[config.mk]
export PLATFORM = sky130hd
export DESIGN_NAME = structured_text_byte_tokenizer_top
export DESIGN_NICKNAME = d
export VERILOG_FILES = /design/src/hw/rtl/stbt_pkg.sv /design/src/hw/rtl/structured_text_byte_tokenizer_top.sv /design/src/hw/rtl/stbt_parser.sv
export VERILOG_INCLUDE_DIRS = /design/src /design/src/hw/rtl
export SDC_FILE = /design/constraint.sdc
export NUM_CORES = 1
export LEC_CHECK = 0
export ABC_CLOCK_PERIOD_IN_PS = 3100
export BUFFER_PORTS_ARGS = -buffer_cell sky130_fd_sc_hd__buf_2
export CAP_MARGIN = 0
export CORE_ASPECT_RATIO = 1.1
export CORE_MARGIN = 2
export CORE_UTILIZATION = 54
export DETAILED_ROUTE_END_ITERATION = 6
export GPL_TIMING_DRIVEN = 0
export PLACE_DENSITY = 0.83
export SKIP_CTS_REPAIR_TIMING = 1
export SLEW_MARGIN = 0
export SYNTH_ARGS = -nofsm -noshare
export SYNTH_HDL_FRONTEND = slang
export SYNTH_HIERARCHICAL = 1
export SYNTH_SLANG_ARGS = --single-unit
[constraint.sdc]
create_clock -name clk -period 3.1 [get_ports clk]
set_clock_uncertainty 0.1 [all_clocks]
set_input_delay 0.62 -clock clk [delete_from_list [all_inputs] [get_ports clk]]
set_output_delay 0.62 -clock clk [all_outputs]
set_load 0.02 [all_outputs]
[src/hw/rtl/assert_macros.svh]
// Assertion macros shared by the tokenizer RTL.
`ifndef ASSERT_MACROS_SVH
`define ASSERT_MACROS_SVH

`ifndef SYNTHESIS
// Same-cycle implication, checked out of reset.
`define ASSERT_IMP(lbl, clk, rst_n, ante, cons, msg) \
    lbl: assert property (@(posedge clk) disable iff (!rst_n) (ante) |-> (cons)) \
        else $error(msg);
// Next-cycle implication, checked out of reset.
`define ASSERT_NXT(lbl, clk, rst_n, ante, cons, msg) \
    lbl: assert property (@(posedge clk) disable iff (!rst_n) (ante) |=> (cons)) \
        else $error(msg);
`else
`define ASSERT_IMP(lbl, clk, rst_n, ante, cons, msg)
`define ASSERT_NXT(lbl, clk, rst_n, ante, cons, msg)
`endif

`endif

[src/hw/rtl/stbt_pkg.sv]
// Types, codes and constants of the structured text byte tokenizer.
package stbt_pkg;

    localparam int NEST_DEPTH = 16;
    localparam int DEPTH_W    = 5;
    localparam int IDX_W      = $clog2(NEST_DEPTH);

    typedef enum logic [3:0] {
        ST_UNDEF        = 4'd0,
        ST_ASSIGN_START = 4'd1,
        ST_ASSIGN_OP    = 4'd2,
        ST_ASSIGN_END   = 4'd3,
        ST_IN_NUMBER    = 4'd4,
        ST_INTRO_STRING = 4'd5,
        ST_IN_STRING    = 4'd6,
        ST_TERM_STRING  = 4'd7,
        ST_ESCAPE       = 4'd8,
        ST_INTRO_STRUCT = 4'd9,
        ST_TERM_STRUCT  = 4'd10,
        ST_BINARY       = 4'd11
    } parse_state_t;

    typedef enum logic [3:0] {
        EV_NONE         = 4'd0,
        EV_ASSIGN_START = 4'd1,
        EV_ID_CHAR      = 4'd2,
        EV_ASSIGN_OP    = 4'd3,
        EV_VALUE_END    = 4'd4,
        EV_BINARY_INTRO = 4'd5,
        EV_STR_OPEN     = 4'd6,
        EV_STR_CHAR     = 4'd7,
        EV_ESCAPE       = 4'd8,
        EV_STR_CLOSE    = 4'd9,
        EV_NUM_CHAR     = 4'd10,
        EV_STRUCT_OPEN  = 4'd11,
        EV_STRUCT_CLOSE = 4'd12
    } evt_t;

    typedef enum logic [2:0] {
        ERR_OK         = 3'd0,
        ERR_UNEXPECTED = 3'd1,
        ERR_EMPTY_ID   = 3'd2,
        ERR_LINK       = 3'd3,
        ERR_OVERFLOW   = 3'd4,
        ERR_UNBALANCED = 3'd5,
        ERR_HALTED     = 3'd6
    } err_t;

    typedef enum logic [1:0] {
        TK_UNKNOWN = 2'd0,
        TK_IDENT   = 2'd1,
        TK_STRING  = 2'd2,
        TK_NUMBER  = 2'd3
    } token_kind_t;

    typedef enum logic [1:0] {
        VK_NULL   = 2'd0,
        VK_STRING = 2'd1,
        VK_NUMBER = 2'd2,
        VK_STRUCT = 2'd3
    } value_kind_t;

    localparam logic [7:0] CH_NUL    = 8'h00;
    localparam logic [7:0] CH_TAB    = 8'h09;
    localparam logic [7:0] CH_CR     = 8'h0d;
    localparam logic [7:0] CH_SPACE  = 8'h20;
    localparam logic [7:0] CH_DQUOTE = 8'h22;
    localparam logic [7:0] CH_DOLLAR = 8'h24;
    localparam logic [7:0] CH_COMMA  = 8'h2c;
    localparam logic [7:0] CH_MINUS  = 8'h2d;
    localparam logic [7:0] CH_DOT    = 8'h2e;
    localparam logic [7:0] CH_SLASH  = 8'h2f;
    localparam logic [7:0] CH_ZERO   = 8'h30;
    localparam logic [7:0] CH_NINE   = 8'h39;
    localparam logic [7:0] CH_SEMI   = 8'h3b;
    localparam logic [7:0] CH_EQUAL  = 8'h3d;
    localparam logic [7:0] CH_BSLASH = 8'h5c;
    localparam logic [7:0] CH_RBRACK = 8'h5d;
    localparam logic [7:0] CH_LBRACE = 8'h7b;
    localparam logic [7:0] CH_RBRACE = 8'h7d;

    // One token result as it leaves the parser.
    typedef struct packed {
        evt_t                 evt;
        logic [7:0]           char_out;
        value_kind_t          value_kind;
        logic                 empty_struct;
        logic [DEPTH_W-1:0]   depth;
        err_t                 error_code;
    } tok_res_t;

    // Control escapes; bit 8 set when the byte is no control escape.
    function automatic logic [8:0] escape_char(input logic [7:0] b);
        logic [8:0] r;
        case (b)
            8'h62:   r = 9'h008;
            8'h66:   r = 9'h00c;
            8'h6e:   r = 9'h00a;
            8'h72:   r = 9'h00d;
            8'h74:   r = 9'h009;
            8'h76:   r = 9'h00b;
            default: r = 9'h100;
        endcase
        return r;
    endfunction

endpackage

[src/hw/rtl/structured_text_byte_tokenizer_top.sv]
// Top level of the structured text byte tokenizer: stream ports and pipeline registers.
//
//  Channel   | Direction | Payload                                        | Handshake
//  s_*       | in        | tdata: data_byte                               | tvalid/tready
//  m_*       | out       | tuser: event_res; tdata: token fields (below)  | tvalid/tready
//
// A byte accepted from s_* waits in the input register until the parser step fires; it then
// passes through the parser decision logic into the result register, with m_tvalid high.
// A new byte is accepted every cycle while the output is not stalled; throughput is one
// item per clock, bounded by the single parser step that updates the tokenizer state.
// Reset is asynchronous and active low; it clears the valid flags of both pipeline stages
// and all parser state, including the per-level member flags.
// A stalled output holds the result register and, behind it, the input register;
// s_tready drops only when both are full and m_tready is low.
`include "assert_macros.svh"

module structured_text_byte_tokenizer_top (
    input  logic        clk,
    input  logic        rst_n,
    input  logic        s_tvalid,
    output logic        s_tready,
    input  logic [7:0]  s_tdata,   // [7:0] data_byte
    output logic        m_tvalid,
    input  logic        m_tready,
    output logic [23:0] m_tdata,   // [7:0] char_out, [9:8] value_kind, [10] empty_struct,
                                   // [15:11] depth, [18:16] error_code, [23:19] zero
    output logic [3:0]  m_tuser    // [3:0] event_res
);
    import stbt_pkg::*;

    logic       in_valid_reg;
    logic [7:0] in_byte_reg;
    logic       out_valid_reg;
    tok_res_t   out_res_reg;
    tok_res_t   step_res;
    logic       advance;
    logic       in_take;

    // The parser step fires when a byte waits and the result register is free
    // or is being emptied in this same cycle.
    assign advance  = in_valid_reg && (!out_valid_reg || m_tready);
    assign s_tready = !in_valid_reg || advance;
    assign in_take  = s_tvalid && s_tready;

    stbt_parser u_parser (
        .clk       (clk),
        .rst_n     (rst_n),
        .advance   (advance),
        .data_byte (in_byte_reg),
        .res       (step_res)
    );

    always_ff @(posedge clk or negedge rst_n)
    begin
        if (!rst_n)
        begin
            in_valid_reg  <= 1'b0;
            out_valid_reg <= 1'b0;
        end
        else
        begin
            if (in_take)
            begin
                in_valid_reg <= 1'b1;
            end
            else if (advance)
            begin
                in_valid_reg <= 1'b0;
            end

            if (advance)
            begin
                out_valid_reg <= 1'b1;
            end
            else if (m_tready)
            begin
                out_valid_reg <= 1'b0;
            end
        end
    end

    // Payload registers carry no reset.
    always_ff @(posedge clk)
    begin
        if (in_take)
        begin
            in_byte_reg <= s_tdata;
        end
        if (advance)
        begin
            out_res_reg <= step_res;
        end
    end

    assign m_tvalid = out_valid_reg;
    assign m_tuser  = out_res_reg.evt;
    assign m_tdata  = {5'b0, out_res_reg.error_code, out_res_reg.depth,
                       out_res_reg.empty_struct, out_res_reg.value_kind,
                       out_res_reg.char_out};

    `ASSERT_NXT(a_step_fills_out, clk, rst_n, advance, out_valid_reg, "parser step lost its result")
    `ASSERT_NXT(a_stall_keeps_in, clk, rst_n, in_valid_reg && !advance, in_valid_reg && $stable(in_byte_reg), "waiting byte dropped")
    `ASSERT_IMP(a_halt_flags, clk, rst_n, out_valid_reg && (out_res_reg.error_code != ERR_OK), out_res_reg.evt == EV_NONE, "error result carries an event")

endmodule

[src/hw/rtl/stbt_parser.sv]
// Tokenizer state and the per-byte decision logic.
`include "assert_macros.svh"

module stbt_parser (
    input  logic              clk,
    input  logic              rst_n,
    input  logic              advance,
    input  logic [7:0]        data_byte,
    output stbt_pkg::tok_res_t res
);
    import stbt_pkg::*;

    parse_state_t          state_reg, state_next;
    logic                  id_empty_reg, id_empty_next;
    logic                  val_empty_reg, val_empty_next;
    token_kind_t           tk_reg, tk_next;
    logic [DEPTH_W-1:0]    depth_reg, depth_next;
    logic [NEST_DEPTH-1:0] seen_reg, seen_next;
    logic                  closed_empty_reg, closed_empty_next;
    logic                  halted_reg, halted_next;

    logic [DEPTH_W-1:0]    depth_m1;
    logic [IDX_W-1:0]      top_idx;
    logic                  is_space;
    logic                  skips;
    logic [8:0]            esc;
    evt_t                  ev;
    logic [7:0]            ch;
    value_kind_t           vk;
    logic                  es;
    err_t                  err;

    always_comb
    begin
        depth_m1 = depth_reg - DEPTH_W'(1);
        top_idx  = depth_m1[IDX_W-1:0];
        is_space = ((data_byte >= CH_TAB) && (data_byte <= CH_CR)) || (data_byte == CH_SPACE);
        skips    = !(state_reg inside {ST_INTRO_STRING, ST_IN_STRING, ST_ESCAPE, ST_BINARY});
        esc      = escape_char(data_byte);

        state_next        = state_reg;
        id_empty_next     = id_empty_reg;
        val_empty_next    = val_empty_reg;
        tk_next           = tk_reg;
        depth_next        = depth_reg;
        seen_next         = seen_reg;
        closed_empty_next = closed_empty_reg;
        halted_next       = halted_reg;
        ev  = EV_NONE;
        ch  = 8'h00;
        vk  = VK_NULL;
        es  = 1'b0;
        err = ERR_OK;

        if (halted_reg)
        begin
            err = ERR_HALTED;
        end
        else if (is_space && skips)
        begin
            ev = EV_NONE;
        end
        else
        begin
            unique case (state_reg)
                ST_UNDEF, ST_ASSIGN_END, ST_INTRO_STRUCT:
                begin
                    if (data_byte == CH_DOT)
                    begin
                        id_empty_next = 1'b1;
                        state_next    = ST_ASSIGN_START;
                        ev            = EV_ASSIGN_START;
                    end
                    else if (data_byte == CH_RBRACE && state_reg != ST_UNDEF)
                    begin
                        if (depth_reg == '0)
                        begin
                            err = ERR_UNBALANCED;
                        end
                        else
                        begin
                            // Remember emptiness for the value end that must follow.
                            es                = !seen_reg[top_idx];
                            closed_empty_next = !seen_reg[top_idx];
                            depth_next        = depth_m1;
                            state_next        = ST_TERM_STRUCT;
                            ev                = EV_STRUCT_CLOSE;
                        end
                    end
                    else
                    begin
                        err = ERR_UNEXPECTED;
                    end
                end
                ST_ASSIGN_START:
                begin
                    if (data_byte == CH_EQUAL)
                    begin
                        if (id_empty_reg)
                        begin
                            err = ERR_EMPTY_ID;
                        end
                        else
                        begin
                            val_empty_next = 1'b1;
                            tk_next        = TK_UNKNOWN;
                            if (depth_reg != '0)
                            begin
                                seen_next[top_idx] = 1'b1;
                            end
                            state_next = ST_ASSIGN_OP;
                            ev         = EV_ASSIGN_OP;
                        end
                    end
                    else if (data_byte == CH_NUL || data_byte == CH_DOT ||
                             data_byte == CH_SLASH || data_byte == CH_COMMA ||
                             data_byte == CH_RBRACK || data_byte == CH_SEMI)
                    begin
                        err = ERR_UNEXPECTED;
                    end
                    else
                    begin
                        if (tk_reg == TK_UNKNOWN)
                        begin
                            tk_next = TK_IDENT;
                        end
                        id_empty_next = 1'b0;
                        ev            = EV_ID_CHAR;
                        ch            = data_byte;
                    end
                end
                ST_ASSIGN_OP, ST_IN_NUMBER, ST_TERM_STRING, ST_TERM_STRUCT:
                begin
                    if (data_byte == CH_SEMI)
                    begin
                        // Value end: the kind comes from what the value saw.
                        if (val_empty_reg)
                        begin
                            val_empty_next = 1'b0;
                        end
                        else if (state_reg == ST_TERM_STRUCT)
                        begin
                            vk = closed_empty_reg ? VK_NULL : VK_STRUCT;
                        end
                        else if (tk_reg == TK_STRING)
                        begin
                            vk = VK_STRING;
                        end
                        else if (tk_reg == TK_NUMBER)
                        begin
                            vk = VK_NUMBER;
                        end
                        tk_next    = TK_UNKNOWN;
                        state_next = ST_ASSIGN_END;
                        ev         = EV_VALUE_END;
                    end
                    else if (state_reg == ST_ASSIGN_OP)
                    begin
                        if (data_byte == CH_NUL)
                        begin
                            val_empty_next = 1'b0;
                            state_next     = ST_BINARY;
                            ev             = EV_BINARY_INTRO;
                        end
                        else if (data_byte == CH_DQUOTE)
                        begin
                            state_next = ST_INTRO_STRING;
                            ev         = EV_STR_OPEN;
                        end
                        else if (data_byte == CH_LBRACE)
                        begin
                            if (depth_reg >= DEPTH_W'(NEST_DEPTH))
                            begin
                                err = ERR_OVERFLOW;
                            end
                            else
                            begin
                                val_empty_next = 1'b0;
                                depth_next     = depth_reg + DEPTH_W'(1);
                                seen_next[depth_reg[IDX_W-1:0]] = 1'b0;
                                state_next     = ST_INTRO_STRUCT;
                                ev             = EV_STRUCT_OPEN;
                            end
                        end
                        else if (data_byte == CH_DOT)
                        begin
                            err = ERR_LINK;
                        end
                        else if (data_byte == CH_MINUS || data_byte == CH_DOLLAR ||
                                 (data_byte >= CH_ZERO && data_byte <= CH_NINE))
                        begin
                            if (tk_reg == TK_UNKNOWN)
                            begin
                                val_empty_next = 1'b0;
                                tk_next        = TK_NUMBER;
                            end
                            state_next = ST_IN_NUMBER;
                            ev         = EV_NUM_CHAR;
                            ch         = data_byte;
                        end
                        else
                        begin
                            err = ERR_UNEXPECTED;
                        end
                    end
                    else if (state_reg == ST_IN_NUMBER)
                    begin
                        if (data_byte == CH_COMMA || data_byte == CH_RBRACK ||
                            data_byte == CH_NUL)
                        begin
                            err = ERR_UNEXPECTED;
                        end
                        else
                        begin
                            if (tk_reg == TK_UNKNOWN)
                            begin
                                val_empty_next = 1'b0;
                                tk_next        = TK_NUMBER;
                            end
                            ev = EV_NUM_CHAR;
                            ch = data_byte;
                        end
                    end
                    else if (state_reg == ST_TERM_STRING && data_byte == CH_DQUOTE)
                    begin
                        // Adjacent strings concatenate.
                        state_next = ST_INTRO_STRING;
                        ev         = EV_STR_OPEN;
                    end
                    else
                    begin
                        err = ERR_UNEXPECTED;
                    end
                end
                ST_INTRO_STRING, ST_IN_STRING:
                begin
                    if (data_byte == CH_NUL)
                    begin
                        err = ERR_UNEXPECTED;
                    end
                    else if (data_byte == CH_DQUOTE)
                    begin
                        state_next = ST_TERM_STRING;
                        ev         = EV_STR_CLOSE;
                    end
                    else if (data_byte == CH_BSLASH)
                    begin
                        state_next = ST_ESCAPE;
                        ev         = EV_ESCAPE;
                    end
                    else
                    begin
                        if (tk_reg == TK_UNKNOWN)
                        begin
                            val_empty_next = 1'b0;
                            tk_next        = TK_STRING;
                        end
                        state_next = ST_IN_STRING;
                        ev         = EV_STR_CHAR;
                        ch         = data_byte;
                    end
                end
                ST_ESCAPE:
                begin
                    if (data_byte == CH_BSLASH || data_byte == CH_DQUOTE)
                    begin
                        if (tk_reg == TK_UNKNOWN)
                        begin
                            val_empty_next = 1'b0;
                            tk_next        = TK_STRING;
                        end
                        state_next = ST_IN_STRING;
                        ev         = EV_STR_CHAR;
                        ch         = data_byte;
                    end
                    else if (!esc[8])
                    begin
                        // Control escapes do not mark the value as a string.
                        state_next = ST_IN_STRING;
                        ev         = EV_STR_CHAR;
                        ch         = esc[7:0];
                    end
                    else
                    begin
                        err = ERR_UNEXPECTED;
                    end
                end
                default:
                begin
                    err = ERR_UNEXPECTED;
                end
            endcase

            if (err != ERR_OK)
            begin
                // An error leaves all parse state as it was and halts.
                state_next        = state_reg;
                id_empty_next     = id_empty_reg;
                val_empty_next    = val_empty_reg;
                tk_next           = tk_reg;
                depth_next        = depth_reg;
                seen_next         = seen_reg;
                closed_empty_next = closed_empty_reg;
                halted_next       = 1'b1;
            end
        end

        if (err != ERR_OK)
        begin
            ev = EV_NONE;
            ch = 8'h00;
            vk = VK_NULL;
            es = 1'b0;
        end

        res.evt          = ev;
        res.char_out     = ch;
        res.value_kind   = vk;
        res.empty_struct = es;
        res.depth        = depth_next;
        res.error_code   = err;
    end

    always_ff @(posedge clk or negedge rst_n)
    begin
        if (!rst_n)
        begin
            state_reg        <= ST_UNDEF;
            id_empty_reg     <= 1'b0;
            val_empty_reg    <= 1'b0;
            tk_reg           <= TK_UNKNOWN;
            depth_reg        <= '0;
            seen_reg         <= '0;
            closed_empty_reg <= 1'b0;
            halted_reg       <= 1'b0;
        end
        else if (advance)
        begin
            state_reg        <= state_next;
            id_empty_reg     <= id_empty_next;
            val_empty_reg    <= val_empty_next;
            tk_reg           <= tk_next;
            depth_reg        <= depth_next;
            seen_reg         <= seen_next;
            closed_empty_reg <= closed_empty_next;
            halted_reg       <= halted_next;
        end
    end

    `ASSERT_NXT(a_err_halts, clk, rst_n, advance && (res.error_code != ERR_OK), halted_reg, "error did not halt")
    `ASSERT_IMP(a_depth_range, clk, rst_n, 1'b1, depth_reg <= DEPTH_W'(NEST_DEPTH), "depth out of range")
    `ASSERT_NXT(a_open_depth, clk, rst_n, advance && (res.evt == EV_STRUCT_OPEN), depth_reg == $past(depth_reg) + DEPTH_W'(1), "open did not deepen")
    `ASSERT_NXT(a_idle_hold, clk, rst_n, !advance, $stable(depth_reg) && $stable(state_reg) && $stable(halted_reg), "state moved without a byte")

endmodule
==> results.toml <==
[run_status]
status = "finished with violations"
violations = "setup timing"

[layout]
num-fill-cells = 646
drive_gt1_frac = 0.316
largest_register_ffs = 19
nets = 558
diodes = 0
syn_to_final_growth_pct = 22.3

[sta]
whs_ns = 0.228
fmax_mhz = 322
fin_crit_ns = 3.10
finalMaxSlewViolations = 0
setup_slack_ns = -0.00323
tns_ns = -0.00323
rsz0062_at_grt = "true"
slew_headroom = 0.395
timing.final.crit_share = 1.00
tightest_slew_ns = 0.901
finalSetupViolCount = 1
hold_violations = 0

[place]
place_ws_ns = -0.556
io_buffers = 36
hpwl_mm = 9.61
finalWeightedCongestion = 0.965

[yosys]
synth_adder_area_share = 0.0113
yosys_most_used_dff = "dfrtp_1"
avgSynthCellArea_um2 = 9.46
syn-cell-area_um2 = 4430
yosysWarnings = 6
async_reset_ff_frac = 0.516
yosysSeqAreaShare = 0.397
synthCells = 468
synth_xor_xnor_area_share = 0.0218
synthSimpleGateAreaFrac = 0.290
synth_edf_count = 31
synth-compound-area-share = 0.191
synth-seq-cells = 64
synth.area.mux_share = 0.0430
synth.distinct_cells = 81
synth_top_family_by_area = "simple AND/OR/NAND/NOR gates"

[pwr]
peakVddDrop_mv = 0.197
p_leak_nw = 2.06
power.density_nw_per_um2 = 332

[grt]
grt_busiest_layer = "met2"
grt_start_max_net_pins = 34
grtUsageMet1 = 0.421
grt_pass1_vias = 3972
grtUsageTotal = 0.302
antenna_found_initial = 0
grtUsageMet3 = 0.0398
overflow = 0
grt_pass1_wl_mm = 21.1
grt_util_met2 = 0.474

[critical_path]
r2r-start = "in_byte_reg[1]"
reg2reg_to = "u_parser/seen_reg[8]"
startpoint = "in_byte_reg[1]"
r2r_cells = 9
cp-start-kind = "register"
rrSetupSlack_ns = -0.003
arrival_ns = 3.28
end_kind = "register"
critical_path.endpoint = "u_parser/seen_reg[8]"
critical_path_class = "reg -> reg"
crit_required_ns = 3.28
path_max_fanout = 10

[route]
first_iter_violations = 602
vias_per_cell = 6.62
drc_errors = 0
vias = 4337
totalWireLength_mm = 13.7
drtAntennaViolNets = 0
wl_per_cell_um = 20.9
drtPass1Iterations = 6

[min_path]
hold_class = "in -> async"

[floorplanning]
die_area_um2 = 8940
boundaryPins = 42
die_h_um = 99.0
die_w_um = 90.3
rows = 34
start_util = 0.556
core_um2 = 7960

[clock_network]
cts_made_buffers = 9
cts_buffer_depth = 2
path_clk_slew_ns = 0.08
cts_tree = "built"
cts_sinks = 64
clk_latency_ns = 0.36
htreeDepth = 3
root_buffer = "clkbuf_8"

[run]
max_cap_violations = 0
==> report_power, final <==
| group | internal (mW) | switching [mW] | leakage (nW) | total (mW) |
|---|---|---|---|---|
| Clock | 0.338 | 0.361 | 0.0950 | 0.699 |
| Sequential | 0.919 | 0.0111 | 0.735 | 0.930 |
| Combinational | 0.0547 | 0.113 | 1.23 | 0.168 |
| Total | 1.31 | 0.485 | 2.06 | 1.80 |
==> per-layer routing <==
layer | wire [µm] | vias to the layer above
met5 | 0 | -
met4 | 537 | 0
met3 | 1140 | 43
met2 | 6280 | 276
met1 | 5740 | 2084
li1 | - | 1934
==> worst max-delay path, cell delays in order, from the launching register on <==
cell	delay, ns
edfxtp_1	0.47
buf_2	0.24
nand4b_1	0.37
or2_2	0.45
o31ai_2	0.30
and4_2	0.34
and2_1	0.19
buf_2	0.25
nand2_1	0.12
o2bb2ai_1	0.20
==> area by class of cell <==
| class | count | area, µm² | area share |
|---|---|---|---|
| buffer | 32 | 195 | 0.0360 |
| clock inverter | 6 | 42.5 | 0.00786 |
| clock buffer | 10 | 149 | 0.0275 |
| inverter | 7 | 26.3 | 0.00485 |
| multi-input combinational | 368 | 2740 | 0.506 |
| timing repair buffer | 60 | 368 | 0.0679 |
| sequential | 64 | 1760 | 0.325 |
| tap | 108 | 135 | 0.0250 |
==> cell usage in the layout, fill, tap and decap left out, types with 6 or more instances in the layout <==
| cell type | n |
|---|---|
| nand2_1 | 52 |
| buf_2 | 48 |
| dfrtp_1 | 32 |
| edfxtp_1 | 31 |
| nor2_1 | 30 |
| buf_4 | 28 |
| a21oi_1 | 23 |
| nand3_1 | 17 |
| nor3_1 | 14 |
| nand2b_1 | 13 |
| nand4_1 | 12 |
| o21ai_0 | 12 |
| clkbuf_8 | 9 |
| a31oi_1 | 8 |
| o2bb2ai_1 | 8 |
| inv_1 | 7 |
| clkbuf_1 | 7 |
| xnor2_1 | 7 |
| or3_1 | 7 |
| or2_2 | 6 |
| o211ai_1 | 6 |
==> synth_stat cells, types with 6 or more instances <==
library cell	count	area share
nand2_1	53	0.045
nor2_1	36	0.031
dfrtp_1	33	0.19
edfxtp_1	31	0.21
a21oi_1	25	0.028
nand3_1	18	0.020
nor3_1	18	0.020
clkbuf_1	15	0.013
nand2b_1	13	0.018
nand4_1	12	0.017
o21ai_0	12	0.014
a31oi_1	10	0.014
buf_2	9	0.010
o2bb2ai_1	8	0.016
buf_4	7	0.012
inv_1	7	0.0059
or3_1	7	0.0099
xnor2_1	7	0.014
mux2_1	6	0.015
o211ai_1	6	0.010
o31ai_1	6	0.010
or2_2	6	0.0085
==> through the flow <==
stage | instances | total power [mW] | utilization | cell area (µm²)
2_1_floorplan | 472 | 1.05 | - | 4440
3_3_place_gp | 616 | 1.10 | 0.598 | 4760
3_5_place_dp | 616 | 1.10 | 0.598 | 4760
4_1_cts | 632 | 1.78 | 0.622 | 4950
5_1_grt | 655 | 1.85 | 0.681 | 5420
6_report | 655 | 1.80 | 0.681 | 5420
==> kinds of logic after synthesis <==
| kind of cell | after synthesis |
|---|---|
| and+or+nand+nor | 221 |
| AOI/OAI and AO/OA | 115 |
| muxes | 12 |
| buffers and inverters | 40 |
| adders and majority gates | 4 |
| other | 1 |
| DFF | 64 |
| xor gates and xnor gates | 11 |
==> worst min-delay path by stage <==
stage	startpoint	end	slack, ns	cells after the start
final	rst_n	u_parser/closed_empty_reg	0.23	1
after global placement	u_parser/seen_reg[10]	u_parser/seen_reg[10]	0.37	1
after floorplan	rst_n	in_valid_reg	0.22	0
after CTS	rst_n	u_parser/closed_empty_reg	0.25	1
after detailed placement	u_parser/seen_reg[5]	u_parser/seen_reg[5]	0.38	1
after global routing	rst_n	u_parser/halted_reg	0.29	1
(Power assumes the default switching activity.)
